`config.mk`:
```
export PLATFORM = sky130hd
export DESIGN_NAME = task_dependency_token_dispatcher
export DESIGN_NICKNAME = d
export VERILOG_FILES = /design/src/rtl/tdtd_pkg.sv /design/src/rtl/tdtd_ram.sv /design/src/rtl/tdtd_ctrl.sv /design/src/rtl/tdtd_dpath.sv /design/src/rtl/task_dependency_token_dispatcher.sv
export SDC_FILE = /design/constraint.sdc
export NUM_CORES = 2
export LEC_CHECK = 0
export ABC_AREA = 0
export BUFFER_PORTS_ARGS = -buffer_cell sky130_fd_sc_hd__buf_4
export CORE_MARGIN = 10
export CORE_UTILIZATION = 59
export CTS_BUF_LIST = sky130_fd_sc_hd__clkbuf_8
export CTS_CLUSTER_SIZE = 28
export DETAILED_ROUTE_END_ITERATION = 8
export GPL_TIMING_DRIVEN = 0
export HOLD_SLACK_MARGIN = 0.02
export PLACE_DENSITY = 0.82
export SYNTH_ARGS = -nofsm -noshare
export SYNTH_HDL_FRONTEND = slang
export SYNTH_SLANG_ARGS = --single-unit
```
`constraint.sdc`:
```
create_clock -name clk -period 6 [get_ports clk]
set_input_delay 0.6 -clock clk [delete_from_list [all_inputs] [get_ports clk]]
set_output_delay 0.6 -clock clk [all_outputs]
set_load 0.1 [all_outputs]
```
`src/rtl/tdtd_pkg.sv`:
```
`timescale 1ns / 1ps

package tdtd_pkg;

  // sizing
  localparam int INSN_QUEUE_DEPTH = 64;
  localparam int TOKEN_COUNT_MAX  = 64;
  localparam int TAG_W            = 16;
  localparam int CORE_COUNT       = 3;

  localparam int QA_W  = $clog2(INSN_QUEUE_DEPTH);
  localparam int CNT_W = $clog2(INSN_QUEUE_DEPTH + 1);
  localparam int TOK_W = $clog2(TOKEN_COUNT_MAX + 1);

  // command kinds
  localparam logic CMD_PUSH = 1'b0;
  localparam logic CMD_STEP = 1'b1;

  // opcodes
  localparam logic [2:0] OP_LOAD   = 3'd0;
  localparam logic [2:0] OP_STORE  = 3'd1;
  localparam logic [2:0] OP_FINISH = 3'd3;

  // memory types
  localparam logic [2:0] MT_WEIGHT = 3'd1;
  localparam logic [2:0] MT_INPUT  = 3'd2;

  // cores
  localparam logic [1:0] CORE_LOAD    = 2'd0;
  localparam logic [1:0] CORE_COMPUTE = 2'd1;
  localparam logic [1:0] CORE_STORE   = 2'd2;

  // one queue entry
  typedef struct packed {
    logic             fin;
    logic             s_next;
    logic             s_prev;
    logic             w_next;
    logic             w_prev;
    logic [TAG_W-1:0] tag;
  } entry_t;

  localparam int ENTRY_W = $bits(entry_t);

  // controller to datapath
  typedef struct packed {
    logic capture;  // latch the incoming request
    logic exec;     // apply the request and load the result register
  } ctrl_cmd_t;

endpackage

```
`src/rtl/tdtd_ram.sv`:
```
`timescale 1ns / 1ps

module tdtd_ram #(
  parameter int WIDTH = 8,
  parameter int DEPTH = 16
) (
  input  logic                     clk,
  input  logic                     we,
  input  logic [$clog2(DEPTH)-1:0] waddr,
  input  logic [WIDTH-1:0]         wdata,
  input  logic [$clog2(DEPTH)-1:0] raddr,
  output logic [WIDTH-1:0]         rdata
);

  logic [WIDTH-1:0] mem [DEPTH];

  always_ff @(posedge clk) begin
    if (we) begin
      mem[waddr] <= wdata;
    end
    rdata <= mem[raddr];
  end

endmodule

```
`src/rtl/tdtd_ctrl.sv`:
```
`timescale 1ns / 1ps

module tdtd_ctrl (
  input  logic                  clk,
  input  logic                  rst_n,
  input  logic                  in_tvalid,
  output logic                  in_tready,
  output logic                  out_tvalid,
  input  logic                  out_tready,
  output tdtd_pkg::ctrl_cmd_t   cmd
);

  localparam logic [1:0] ST_IDLE = 2'd0;
  localparam logic [1:0] ST_RD   = 2'd1;
  localparam logic [1:0] ST_EXEC = 2'd2;

  logic [1:0] state_r, state_nxt;
  logic       out_tvalid_r, out_tvalid_nxt;

  assign in_tready   = rst_n && (state_r == ST_IDLE);
  assign cmd.capture = in_tvalid && in_tready;
  assign cmd.exec    = (state_r == ST_EXEC) && (!out_tvalid_r || out_tready);
  assign out_tvalid  = out_tvalid_r;

  always_comb begin
    state_nxt      = state_r;
    out_tvalid_nxt = out_tvalid_r;
    if (out_tvalid_r && out_tready) begin
      out_tvalid_nxt = 1'b0;
    end
    case (state_r)
      ST_IDLE: begin
        if (cmd.capture) begin
          state_nxt = ST_RD;
        end
      end
      ST_RD: begin
        state_nxt = ST_EXEC;
      end
      ST_EXEC: begin
        // hold until the result register is free
        if (cmd.exec) begin
          state_nxt      = ST_IDLE;
          out_tvalid_nxt = 1'b1;
        end
      end
      default: begin
        state_nxt = ST_IDLE;
      end
    endcase
  end

  always_ff @(posedge clk) begin
    if (!rst_n) begin
      state_r      <= ST_IDLE;
      out_tvalid_r <= 1'b0;
    end else begin
      state_r      <= state_nxt;
      out_tvalid_r <= out_tvalid_nxt;
    end
  end

  a_capture_reads: assert property (@(posedge clk) disable iff (!rst_n)
    cmd.capture |=> state_r == ST_RD)
    else $error("capture not followed by head read");

  a_exec_after_read: assert property (@(posedge clk) disable iff (!rst_n)
    cmd.exec |-> ($past(state_r) == ST_RD || $past(state_r) == ST_EXEC))
    else $error("execute without a head read");

  a_exec_gives_result: assert property (@(posedge clk) disable iff (!rst_n)
    cmd.exec |=> out_tvalid_r && state_r == ST_IDLE)
    else $error("execute did not present a result");

  a_no_overwrite: assert property (@(posedge clk) disable iff (!rst_n)
    (out_tvalid_r && !out_tready) |-> !cmd.exec)
    else $error("pending result overwritten");

endmodule

```
`src/rtl/tdtd_dpath.sv`:
```
`timescale 1ns / 1ps

module tdtd_dpath (
  input  logic                          clk,
  input  logic                          rst_n,
  input  tdtd_pkg::ctrl_cmd_t           cmd,
  input  logic                          in_cmd,
  input  logic [15:0]                   in_tag,
  input  logic [2:0]                    in_opcode,
  input  logic [2:0]                    in_mtype,
  input  logic                          in_wp,
  input  logic                          in_wn,
  input  logic                          in_sp,
  input  logic                          in_sn,
  output logic                          res_accepted,
  output logic                          res_issued,
  output logic [15:0]                   res_tag,
  output logic [1:0]                    res_core,
  output logic                          res_done,
  output logic                          res_overflow
);

  localparam int SUM_W = tdtd_pkg::QA_W + 1;
  localparam int NC    = tdtd_pkg::CORE_COUNT;

  // latched request
  logic        cmd_r;
  logic [15:0] tag_r;
  logic [2:0]  op_r, mt_r;
  logic        wp_r, wn_r, sp_r, sn_r;

  // queue bookkeeping and tokens
  logic [tdtd_pkg::QA_W-1:0]  head_r [NC];
  logic [tdtd_pkg::QA_W-1:0]  head_nxt [NC];
  logic [tdtd_pkg::CNT_W-1:0] cnt_r [NC];
  logic [tdtd_pkg::CNT_W-1:0] cnt_nxt [NC];
  logic [tdtd_pkg::TOK_W-1:0] tok_lc_r, tok_cl_r, tok_cs_r, tok_sc_r;
  logic [tdtd_pkg::TOK_W-1:0] tok_lc_nxt, tok_cl_nxt, tok_cs_nxt, tok_sc_nxt;
  logic [1:0]                 rot_r, rot_nxt;
  logic                       done_r, done_nxt;

  // result register
  logic        acc_r, iss_r, ovf_r;
  logic [15:0] itag_r;
  logic [1:0]  icore_r;
  logic        acc_nxt, iss_nxt, ovf_nxt;
  logic [15:0] itag_nxt;
  logic [1:0]  icore_nxt;

  // memories
  logic [tdtd_pkg::ENTRY_W-1:0] rd_data [NC];
  logic [NC-1:0]                we;
  logic [tdtd_pkg::QA_W-1:0]    waddr;
  tdtd_pkg::entry_t             wentry;
  tdtd_pkg::entry_t             ent [NC];

  logic [1:0]       push_core;
  logic [SUM_W-1:0] tail_sum;
  logic [NC-1:0]    rdy;
  logic             found;
  logic [1:0]       sel;
  tdtd_pkg::entry_t sel_e;

  function automatic logic [tdtd_pkg::QA_W-1:0] next_ptr(input logic [tdtd_pkg::QA_W-1:0] p);
    if (p == tdtd_pkg::QA_W'(tdtd_pkg::INSN_QUEUE_DEPTH - 1)) begin
      return '0;
    end
    return p + 1'b1;
  endfunction

  function automatic logic sat_full(input logic [tdtd_pkg::TOK_W-1:0] t);
    return t >= tdtd_pkg::TOK_W'(tdtd_pkg::TOKEN_COUNT_MAX);
  endfunction

  always_ff @(posedge clk) begin
    if (cmd.capture) begin
      cmd_r <= in_cmd;
      tag_r <= in_tag;
      op_r  <= in_opcode;
      mt_r  <= in_mtype;
      wp_r  <= in_wp;
      wn_r  <= in_wn;
      sp_r  <= in_sp;
      sn_r  <= in_sn;
    end
  end

  for (genvar k = 0; k < NC; k++) begin : g_q
    tdtd_ram #(
      .WIDTH (tdtd_pkg::ENTRY_W),
      .DEPTH (tdtd_pkg::INSN_QUEUE_DEPTH)
    ) u_ram (
      .clk   (clk),
      .we    (we[k]),
      .waddr (waddr),
      .wdata (wentry),
      .raddr (head_r[k]),
      .rdata (rd_data[k])
    );
    assign ent[k] = tdtd_pkg::entry_t'(rd_data[k]);
  end

  // sort a push onto its core
  always_comb begin
    if (op_r == tdtd_pkg::OP_LOAD &&
        (mt_r == tdtd_pkg::MT_WEIGHT || mt_r == tdtd_pkg::MT_INPUT)) begin
      push_core = tdtd_pkg::CORE_LOAD;
    end else if (op_r == tdtd_pkg::OP_STORE) begin
      push_core = tdtd_pkg::CORE_STORE;
    end else begin
      push_core = tdtd_pkg::CORE_COMPUTE;
    end
  end

  always_comb begin
    case (push_core)
      tdtd_pkg::CORE_LOAD:  tail_sum = SUM_W'(head_r[0]) + SUM_W'(cnt_r[0]);
      tdtd_pkg::CORE_STORE: tail_sum = SUM_W'(head_r[2]) + SUM_W'(cnt_r[2]);
      default:              tail_sum = SUM_W'(head_r[1]) + SUM_W'(cnt_r[1]);
    endcase
    if (tail_sum >= SUM_W'(tdtd_pkg::INSN_QUEUE_DEPTH)) begin
      tail_sum = tail_sum - SUM_W'(tdtd_pkg::INSN_QUEUE_DEPTH);
    end
  end

  assign waddr = tail_sum[tdtd_pkg::QA_W-1:0];
  assign wentry = '{fin: (op_r == tdtd_pkg::OP_FINISH), s_next: sn_r, s_prev: sp_r,
                    w_next: wn_r, w_prev: wp_r, tag: tag_r[tdtd_pkg::TAG_W-1:0]};

  // head readiness: tokens toward a missing neighbour are ignored
  assign rdy[0] = (cnt_r[0] != '0) && !(ent[0].w_next && tok_cl_r == '0);
  assign rdy[1] = (cnt_r[1] != '0) && !(ent[1].w_prev && tok_lc_r == '0)
                                   && !(ent[1].w_next && tok_sc_r == '0);
  assign rdy[2] = (cnt_r[2] != '0) && !(ent[2].w_prev && tok_cs_r == '0);

  // first ready core in rotating order
  always_comb begin
    found = 1'b1;
    sel   = tdtd_pkg::CORE_LOAD;
    case (rot_r)
      tdtd_pkg::CORE_COMPUTE: begin
        if (rdy[1]) sel = tdtd_pkg::CORE_COMPUTE;
        else if (rdy[2]) sel = tdtd_pkg::CORE_STORE;
        else if (rdy[0]) sel = tdtd_pkg::CORE_LOAD;
        else found = 1'b0;
      end
      tdtd_pkg::CORE_STORE: begin
        if (rdy[2]) sel = tdtd_pkg::CORE_STORE;
        else if (rdy[0]) sel = tdtd_pkg::CORE_LOAD;
        else if (rdy[1]) sel = tdtd_pkg::CORE_COMPUTE;
        else found = 1'b0;
      end
      default: begin
        if (rdy[0]) sel = tdtd_pkg::CORE_LOAD;
        else if (rdy[1]) sel = tdtd_pkg::CORE_COMPUTE;
        else if (rdy[2]) sel = tdtd_pkg::CORE_STORE;
        else found = 1'b0;
      end
    endcase
  end

  always_comb begin
    case (sel)
      tdtd_pkg::CORE_COMPUTE: sel_e = ent[1];
      tdtd_pkg::CORE_STORE:   sel_e = ent[2];
      default:                sel_e = ent[0];
    endcase
  end

  always_comb begin
    for (int k = 0; k < NC; k++) begin
      head_nxt[k] = head_r[k];
      cnt_nxt[k]  = cnt_r[k];
    end
    tok_lc_nxt = tok_lc_r;
    tok_cl_nxt = tok_cl_r;
    tok_cs_nxt = tok_cs_r;
    tok_sc_nxt = tok_sc_r;
    rot_nxt    = rot_r;
    done_nxt   = done_r;
    we         = '0;
    acc_nxt    = 1'b0;
    iss_nxt    = 1'b0;
    ovf_nxt    = 1'b0;
    itag_nxt   = '0;
    icore_nxt  = '0;
    if (cmd.exec) begin
      if (cmd_r == tdtd_pkg::CMD_PUSH) begin
        for (int k = 0; k < NC; k++) begin
          if (push_core == 2'(k)) begin
            if (cnt_r[k] == tdtd_pkg::CNT_W'(tdtd_pkg::INSN_QUEUE_DEPTH)) begin
              ovf_nxt = 1'b1;
            end else begin
              cnt_nxt[k] = cnt_r[k] + 1'b1;
              we[k]      = 1'b1;
              acc_nxt    = 1'b1;
            end
          end
        end
      end else if (found) begin
        for (int k = 0; k < NC; k++) begin
          if (sel == 2'(k)) begin
            head_nxt[k] = next_ptr(head_r[k]);
            cnt_nxt[k]  = cnt_r[k] - 1'b1;
          end
        end
        case (sel)
          tdtd_pkg::CORE_LOAD: begin
            if (sel_e.w_next) tok_cl_nxt = tok_cl_r - 1'b1;
            if (sel_e.s_next) begin
              if (sat_full(tok_lc_r)) ovf_nxt = 1'b1;
              else tok_lc_nxt = tok_lc_r + 1'b1;
            end
            rot_nxt = tdtd_pkg::CORE_COMPUTE;
          end
          tdtd_pkg::CORE_COMPUTE: begin
            if (sel_e.w_prev) tok_lc_nxt = tok_lc_r - 1'b1;
            if (sel_e.w_next) tok_sc_nxt = tok_sc_r - 1'b1;
            if (sel_e.s_prev) begin
              if (sat_full(tok_cl_r)) ovf_nxt = 1'b1;
              else tok_cl_nxt = tok_cl_r + 1'b1;
            end
            if (sel_e.s_next) begin
              if (sat_full(tok_cs_r)) ovf_nxt = 1'b1;
              else tok_cs_nxt = tok_cs_r + 1'b1;
            end
            rot_nxt = tdtd_pkg::CORE_STORE;
          end
          default: begin
            if (sel_e.w_prev) tok_cs_nxt = tok_cs_r - 1'b1;
            if (sel_e.s_prev) begin
              if (sat_full(tok_sc_r)) ovf_nxt = 1'b1;
              else tok_sc_nxt = tok_sc_r + 1'b1;
            end
            rot_nxt = tdtd_pkg::CORE_LOAD;
          end
        endcase
        done_nxt  = sel_e.fin;
        iss_nxt   = 1'b1;
        itag_nxt  = 16'(sel_e.tag);
        icore_nxt = sel;
      end
    end
  end

  always_ff @(posedge clk) begin
    if (!rst_n) begin
      for (int k = 0; k < NC; k++) begin
        head_r[k] <= '0;
        cnt_r[k]  <= '0;
      end
      tok_lc_r <= '0;
      tok_cl_r <= '0;
      tok_cs_r <= '0;
      tok_sc_r <= '0;
      rot_r    <= tdtd_pkg::CORE_LOAD;
      done_r   <= 1'b0;
    end else begin
      for (int k = 0; k < NC; k++) begin
        head_r[k] <= head_nxt[k];
        cnt_r[k]  <= cnt_nxt[k];
      end
      tok_lc_r <= tok_lc_nxt;
      tok_cl_r <= tok_cl_nxt;
      tok_cs_r <= tok_cs_nxt;
      tok_sc_r <= tok_sc_nxt;
      rot_r    <= rot_nxt;
      done_r   <= done_nxt;
    end
  end

  always_ff @(posedge clk) begin
    if (cmd.exec) begin
      acc_r   <= acc_nxt;
      iss_r   <= iss_nxt;
      ovf_r   <= ovf_nxt;
      itag_r  <= itag_nxt;
      icore_r <= icore_nxt;
    end
  end

  assign res_accepted = acc_r;
  assign res_issued   = iss_r;
  assign res_tag      = itag_r;
  assign res_core     = icore_r;
  assign res_done     = done_r;
  assign res_overflow = ovf_r;

endmodule

```
`src/rtl/task_dependency_token_dispatcher.sv`:
```
`timescale 1ns / 1ps

// Dependency-token dispatcher for a load / compute / store core trio.
// Input channel (in_*): one request per handshake. in_tuser selects push
// (sort the instruction into its core queue) or step (issue the first
// ready queue head in rotating order, consume its wait tokens, add its
// signal tokens to the four saturating counters between neighbours).
// Output channel (out_*): exactly one result per request, in order.
// Steps per request: latch, queue head read (the registered read port
// of each queue memory), evaluate and update; a new request is accepted
// only after the previous one has been evaluated and applied.
// A finished result sits in the output register; the next request is
// accepted meanwhile, and its evaluation holds until the receiver has
// taken the earlier result, so a stalled receiver stalls the input after
// one request in flight.
// Reset (rst_n low, synchronous): queues empty, all token counters zero,
// rotation starts at the load core, done flag clear, no result pending;
// in_tready stays low while rst_n is low.
module task_dependency_token_dispatcher (
  input  logic        clk,
  input  logic        rst_n,
  // requests
  input  logic        in_tvalid,
  output logic        in_tready,
  input  logic [31:0] in_tdata,   // insn_tag[15:0], opcode[18:16], mem_space[21:19],
                                  // wait_prev[22], wait_next[23], signal_prev[24],
                                  // signal_next[25], zero[31:26]
  input  logic        in_tuser,   // cmd: 0 push, 1 step
  // results
  output logic        out_tvalid,
  input  logic        out_tready,
  output logic [23:0] out_tdata,  // issued_tag[15:0], issued_core[17:16], done_res[18],
                                  // overflow[19], zero[23:20]
  output logic [1:0]  out_tuser   // accepted[0], issued[1]
);

  tdtd_pkg::ctrl_cmd_t cmd;

  logic        res_accepted, res_issued, res_done, res_overflow;
  logic [15:0] res_tag;
  logic [1:0]  res_core;

  // sequencing and handshakes
  tdtd_ctrl u_ctrl (
    .clk        (clk),
    .rst_n      (rst_n),
    .in_tvalid  (in_tvalid),
    .in_tready  (in_tready),
    .out_tvalid (out_tvalid),
    .out_tready (out_tready),
    .cmd        (cmd)
  );

  // queues, token counters, issue choice and result register
  tdtd_dpath u_dpath (
    .clk          (clk),
    .rst_n        (rst_n),
    .cmd          (cmd),
    .in_cmd       (in_tuser),
    .in_tag       (in_tdata[15:0]),
    .in_opcode    (in_tdata[18:16]),
    .in_mtype     (in_tdata[21:19]),
    .in_wp        (in_tdata[22]),
    .in_wn        (in_tdata[23]),
    .in_sp        (in_tdata[24]),
    .in_sn        (in_tdata[25]),
    .res_accepted (res_accepted),
    .res_issued   (res_issued),
    .res_tag      (res_tag),
    .res_core     (res_core),
    .res_done     (res_done),
    .res_overflow (res_overflow)
  );

  // pack the result register onto the bus
  assign out_tdata = {4'b0, res_overflow, res_done, res_core, res_tag};
  assign out_tuser = {res_issued, res_accepted};

endmodule
```
# Word level (Yosys, flattened, before mapping)
# Memories as Yosys holds them, arrays and structs flattened. A register that Yosys moved wholly into a read port is not among the register bits.
# Index checks and enable logic that the tools add are counted.
# Widths: inputs -> output; s select.
# op_classes
magnitude_cmp,5
reduce_logical,41
n_mux,128
eq_ne,30
addsub,21
bitwise_logic,7
# ops
operator,n
$mux 7,24
$mux 6,13
$pmux 7 s2,5
$mux 1,63
$mux 21,3
$mux 18,3
$add 7x1->7 const B,7
$sub 7x1->7 const B,7
$pmux 21 s2,1
$ge 7x7->1 const B,5
$logic_not 7->1,4
$reduce_and 7->1,4
$add 6x7->7,3
$eq 7x7->1 const B,3
$reduce_bool 7->1,3
$add 6x1->6 const B,3
$eq 6x6->1 const B,3
$mux 2,9
$ne 2x1->1 const B,7
$logic_and 1x1->1,13
$ne 2x2->1 const B,5
$eq 2x1->1 const B,4
$eq 2x2->1 const B,4
$pmux 2 s2,2
other kinds (15),34
# word_totals
in_bits,37
memories,5
mem_bits_rw,4071
word_cells,258
out_inout_bits,28
reg_bits,82
# memory_table
memory,depth,word_bits,read_ports,rd_clocked_by_memory_dff,wr,line_no,rtl
u_dpath.g_q[0].u_ram.mem,64,21,1,1,1,tdtd_ram.sv:15,logic [WIDTH-1:0] mem [DEPTH];
u_dpath.g_q[1].u_ram.mem,64,21,1,1,1,tdtd_ram.sv:15,
u_dpath.g_q[2].u_ram.mem,64,21,1,1,1,tdtd_ram.sv:15,
u_dpath.cnt_r,3,7,3,0,3,tdtd_dpath.sv:35,logic [tdtd_pkg::CNT_W-1:0] cnt_r [NC];
u_dpath.head_r,3,6,3,0,3,tdtd_dpath.sv:33,logic [tdtd_pkg::QA_W-1:0] head_r [NC];

# Longest topological paths before layout
# logic_depth
word_depth,20
ltp_mapped,14
depth_no_buf,14

# Modules after synthesis
# Synthesis repeated with hierarchy kept, for this count alone.
# hier_totals
cells_unflattened,7548
area_unflattened_um2,163264.1
# by_module_without_submodules
module,cells_per_inst,n_inst,area_each_um2,seq_area_each_um2
tdtd_ram at u_dpath.g_q[0].u_ram,2331,1,52036.2,40779.1
tdtd_ram at u_dpath.g_q[1].u_ram,2190,1,51719.6,40779.1
tdtd_ram at u_dpath.g_q[2].u_ram,2190,1,51717.1,40779.1
tdtd_dpath,815,1,7589.8,2842.7
tdtd_ctrl,13,1,137.6,60.1
task_dependency_token_dispatcher,9,1,63.8,0.0

# Least setup slack after synthesis
# Ideal clock, no wire load.
# synth_path
kind,register -> register
from,reg u_dpath.op_r[2]
to,"mem u_dpath.g_q[0].u_ram.mem[0][20] (netlist name), data pin"
arrival_time_ps,4949
setup_time_ps,1091
period_less_slack_ps,6040
path_stages_with_launch,2
t_required_ps,4909
path_slack_ps,-40
n_path_buf,0
path_cell_list,edfxtp_1 > nor2_1
# synth_via
elab_chain_cells,1
# synth_lines
element,line_no,rtl
start: declaration,tdtd_dpath.sv:29,"logic [2:0] op_r, mt_r;"
start signal: assignment,tdtd_dpath.sv:79,op_r <= in_opcode;
$eq 3x2->1,tdtd_dpath.sv:127,"assign wentry = '{fin: (op_r == tdtd_pkg::OP_FINISH), s_next: sn_r, s_prev: sp_r,"
named net u_dpath.g_q[0].u_ram.wdata[20],tdtd_ram.sv:10,"input logic [WIDTH-1:0] wdata,"
end: declaration,tdtd_ram.sv:15,
# The timed path passes the listed nets, and every way through them passes these cells.

# Worst setup path after layout
# layout_path
from,reg u_dpath.op_r[2]
to,mem u_dpath.g_q[2].u_ram.mem[49][11] (netlist name) (enable)
# layout_via
elab_chain_cells,9
elab_cells_between_ends,16
cone_classes,1 x add/sub; 1 x order compare; 2 x eq/ne; 9 x mux; 3 x reduce/logical
# layout_lines
element,line_no,rtl
$eq 3x1->1 or $logic_not 3->1 (tied branches),"tdtd_dpath.sv:108, tdtd_dpath.sv:105",
$mux 2 or $logic_and 1x1->1 (tied branches),"tdtd_dpath.sv:108, tdtd_dpath.sv:105",
$mux 2 (*),tdtd_dpath.sv:105,if (op_r == tdtd_pkg::OP_LOAD &&
branches (longest 6 deep; another with $sub 6x1->6),n/a,
end: declaration,tdtd_ram.sv:15,
# Mark *: on every way between the ends.

==> results.yml <==
timing:
  finalHoldViolCount: 0
  setup_viol: 0
  drv_slew: 24
  fin_skew_ns: 0.131
  finalCriticalPeriod_ns: 5.58
  fin_crit_sh_pct: 93.0
  rsz0062_at_grt: "no"
  fmax_ghz: 0.179
  slew_headroom_pct: -9.47
  setup_tns_ns: 0
  worst_pin_slew_ns: 1.63
  hold_ws_ns: 0.0521
setup_path:
  cp_data_required_time_ns: 6.96
  reg2reg_from: "u_dpath.op_r[2]"
  reg2reg_to: "u_dpath.g_q[2].u_ram.mem[49][11]"
  slowest_delay_ns: 1.15
  critical_path.endpoint_type: "register"
  crit_chain: "nor3_1 > a21oi_2 > a21o_1 > nor2b_1 > nand2_1 > nor3_2 > buf_6 > buf_6"
  timing.critical_path.mode_cell: "buf_6"
  crit_family: "simple AND/OR/NAND/NOR gates"
  worstRegToRegCells: 8
  rrSetupSlack_ns: 0.42
  arrival_ns: 6.54
  cp_num_buf_inv: 2
  critical_path_class: "reg -> reg"
  start_kind: "register"
  slowest_stage: "nor3_2"
  cp_max_fo: 9
synthesis:
  ys_seq_area_share_pct: 76.6
  async_reset_ff_share_pct: 0
  synth.ff_latch_count: 4216
  synth_edf_count: 4080
  ys_warn_count: 0
  syn_area_sq_um: 164000
  synth_cell_types: 85
  synth_top_area_share_pct: 74.9
  syn_area_per_cell_sq_um: 20.3
  yosysTopAreaCell: "edfxtp_1"
  syn-instance-count: 8039
  ys.flop_type: "edfxtp_1"
  netlist_top_cells_area: "edfxtp_1, mux4_2, mux2i_1, dfxtp_1, o22ai_1"
die:
  initial_utilization_pct: 59.2
  die_height_microns: 547
  rows: 193
  die-area_sq_um: 299000
  ios: 65
  fp.dieW_microns: 547
  core_sq_um: 276000
power_and_ir_drop:
  leakage_nw: 59.6
  ir_drop_mv: 0.268
  power-per-cell-area_nw_per_um2: 291
hold_path:
  hp-class: "in -> reg"
  holdPathEnd: "u_dpath.op_r[2]"
  worstHoldStart: "in_tdata[18]"
  min_path_cells: 2
drt:
  routed_wl_mm: 500
  dr_total_vias: 96000
  drt_first_pass_iters: 9
  first_iter_violations: 18300
  vias_per_cell: 7.07
  drc_errors: 1
  drtAntennaViolNets: 0
  wl_per_cell_microns: 36.8
clock_network:
  cts_tree: "built"
  htree_levels: 6
  cts_buffer_depth: 4
  insertion_delay_ns: 1.27
  cts_sinks: 4216
  cts_buffers: 638
  cts-root-buf: "clkbuf_8"
  clk_pin_slew_ns: 0.06
placed_design:
  place_hpwl_mm: 341
  gp_congestion: 0.968
  numPortBuffers: 54
status:
  outcome: "finished with violations"
  violations: "DRC, capacitance limit, slew limit"
grt:
  grtUsageTotal_pct: 32.7
  grt.overflow.total: 0
  grt_pass1_vias: 95200
  grt_pass1_wl_mm: 701
  grt_max_degree: 46
  antenna_found_initial: 45
flow_run:
  maxCapViolCount: 7
final_layout:
  final_cell_mix: "edfxtp_1, mux2i_1, mux4_2"
  layout_commonest_cell: "edfxtp_1"
  drive_above_1_share_pct: 26.9
  synthToLayoutAreaGrowth_pct: 16.6
  nNetsFinal: 9451
  utilization_pct: 69.0
## cells by family after synthesis
kind of cell | share of synthesized area [%]
AO/OA/AOI/OAI | 3.90
flip-flops | 76.6
buffers and inverters | 1.47
XOR/XNOR | 0.225
multiplexers | 15.0
AND/OR/NAND/NOR | 2.25
adder cells (fa/ha/maj) | 0.566
other | 0.00229
## layout make-up
class	count	area (sq um)
inverter	31	116
timing repair buffer	664	9620
fill	15400	85500
sequential	4216	125000
tap	3705	4640
buffer	466	2300
clock buffer	649	8930
clock inverter	485	2770
multi-input combinational	3329	37000
antenna	40	100
## registers in the layout (all words and copies together) (netlist names), 2 cells and up
| register | flops |
|---|---|
| u_ctrl.state_r | 2 |
| u_dpath.op_r | 3 |
| u_dpath.tok_sc_r | 7 |
| u_dpath.tok_cl_r | 7 |
| u_dpath.head_r | 18 |
| u_dpath.cnt_r | 21 |
| u_dpath.res_tag | 16 |
| u_dpath.g_q.u_ram.mem | 4032 |
| u_dpath.tok_cs_r | 7 |
| u_dpath.rot_r | 2 |
| u_dpath.res_core | 2 |
| u_dpath.tag_r | 16 |
| u_dpath.mt_r | 3 |
| u_dpath.tok_lc_r | 7 |
| u_dpath.g_q.u_ram.rdata | 63 |
## stage by stage
stage / setup slack, ns / cell area (sq um) / power (W) / cells
finish: 0.423 / 191000 / 0.0554 / 13600
global route: 0.380 / 191000 / 0.0566 / 13600
CTS: 0.740 / 191000 / 0.0553 / 13500
detailed placement: 0.726 / 179000 / 0.0337 / 12400
global placement: -1.75 / 169000 / 0.0335 / 11800
floorplan: 1.94 / 164000 / 0.0332 / 8042
## report_power, final
group          total (W)  leakage, nW  switching (W)  internal, W
sequential        0.0322         37.8      0.0000457       0.0321
combinational   0.000933         15.1       0.000629     0.000304
clock             0.0223         6.70         0.0115       0.0108
total             0.0554         59.6         0.0122       0.0432
## routing by layer
metal,GRT usage (%),share of wire [%],vias up
li1,-,-,36300
met1,40.1,31,47300
met2,49.1,45,10000
met3,11.9,15,2276
met4,21.7,8.6,18
met5,0.0949,0.025,-
## Yosys cell counts (7+ instances only)
| library cell | number |
|---|---|
| edfxtp_1 | 4080 |
| mux2i_1 | 853 |
| mux4_2 | 712 |
| nor3_1 | 331 |
| o22ai_1 | 278 |
| buf_2 | 189 |
| clkbuf_1 | 173 |
| nor2_1 | 145 |
| dfxtp_1 | 136 |
| a21oi_1 | 124 |
| a211oi_1 | 112 |
| nand2_1 | 99 |
| a22oi_1 | 88 |
| buf_4 | 63 |
| ha_1 | 58 |
| o21ai_0 | 53 |
| a221oi_1 | 50 |
| o21a_1 | 47 |
| a2111oi_0 | 45 |
| xnor2_1 | 33 |
| buf_1 | 31 |
| nand3_1 | 31 |
| inv_1 | 29 |
| nand2b_1 | 25 |
| nor2b_1 | 22 |
| o221ai_1 | 19 |
| and2_1 | 16 |
| a31oi_1 | 13 |
| and3_1 | 11 |
| nand3b_1 | 11 |
| fa_1 | 10 |
| buf_6 | 9 |
| xor2_1 | 9 |
| a21o_1 | 7 |
| a22o_1 | 7 |
| nor4_1 | 7 |
| o21ai_1 | 7 |
## worst register-to-register path, cell delays in order, from the launching register on
cell      delay (ns)
edfxtp_1        0.52
nor3_1          0.86
a21oi_2         0.30
a21o_1          0.28
nor2b_1         0.86
nand2_1         0.84
nor3_2          1.15
buf_6           0.30
buf_6           0.17
## worst max-delay path by stage
stage	to	slack (ns)	cells past startpoint	from
detailed placement	u_dpath.tok_cs_r[4]	0.73	12	u_dpath.cnt_r[0][15]
CTS	u_dpath.tok_cs_r[4]	0.74	12	u_dpath.cnt_r[0][15]
global placement	u_dpath.g_q[1].u_ram.mem[62][20]	-1.75	2	u_dpath.op_r[1]
finish	u_dpath.g_q[2].u_ram.mem[49][11]	0.42	8	u_dpath.op_r[2]
global route	u_dpath.tok_cs_r[4]	0.38	12	u_dpath.cnt_r[0][15]
floorplan	u_dpath.cmd_r	1.94	3	rst_n
## what timing repair did
action	in CTS	in global routing
setup buffers	0	0
resized for setup	0	0
endpoints found under the hold margin	37	0
hold buffers	31	0
(Power assumes the default switching activity.)
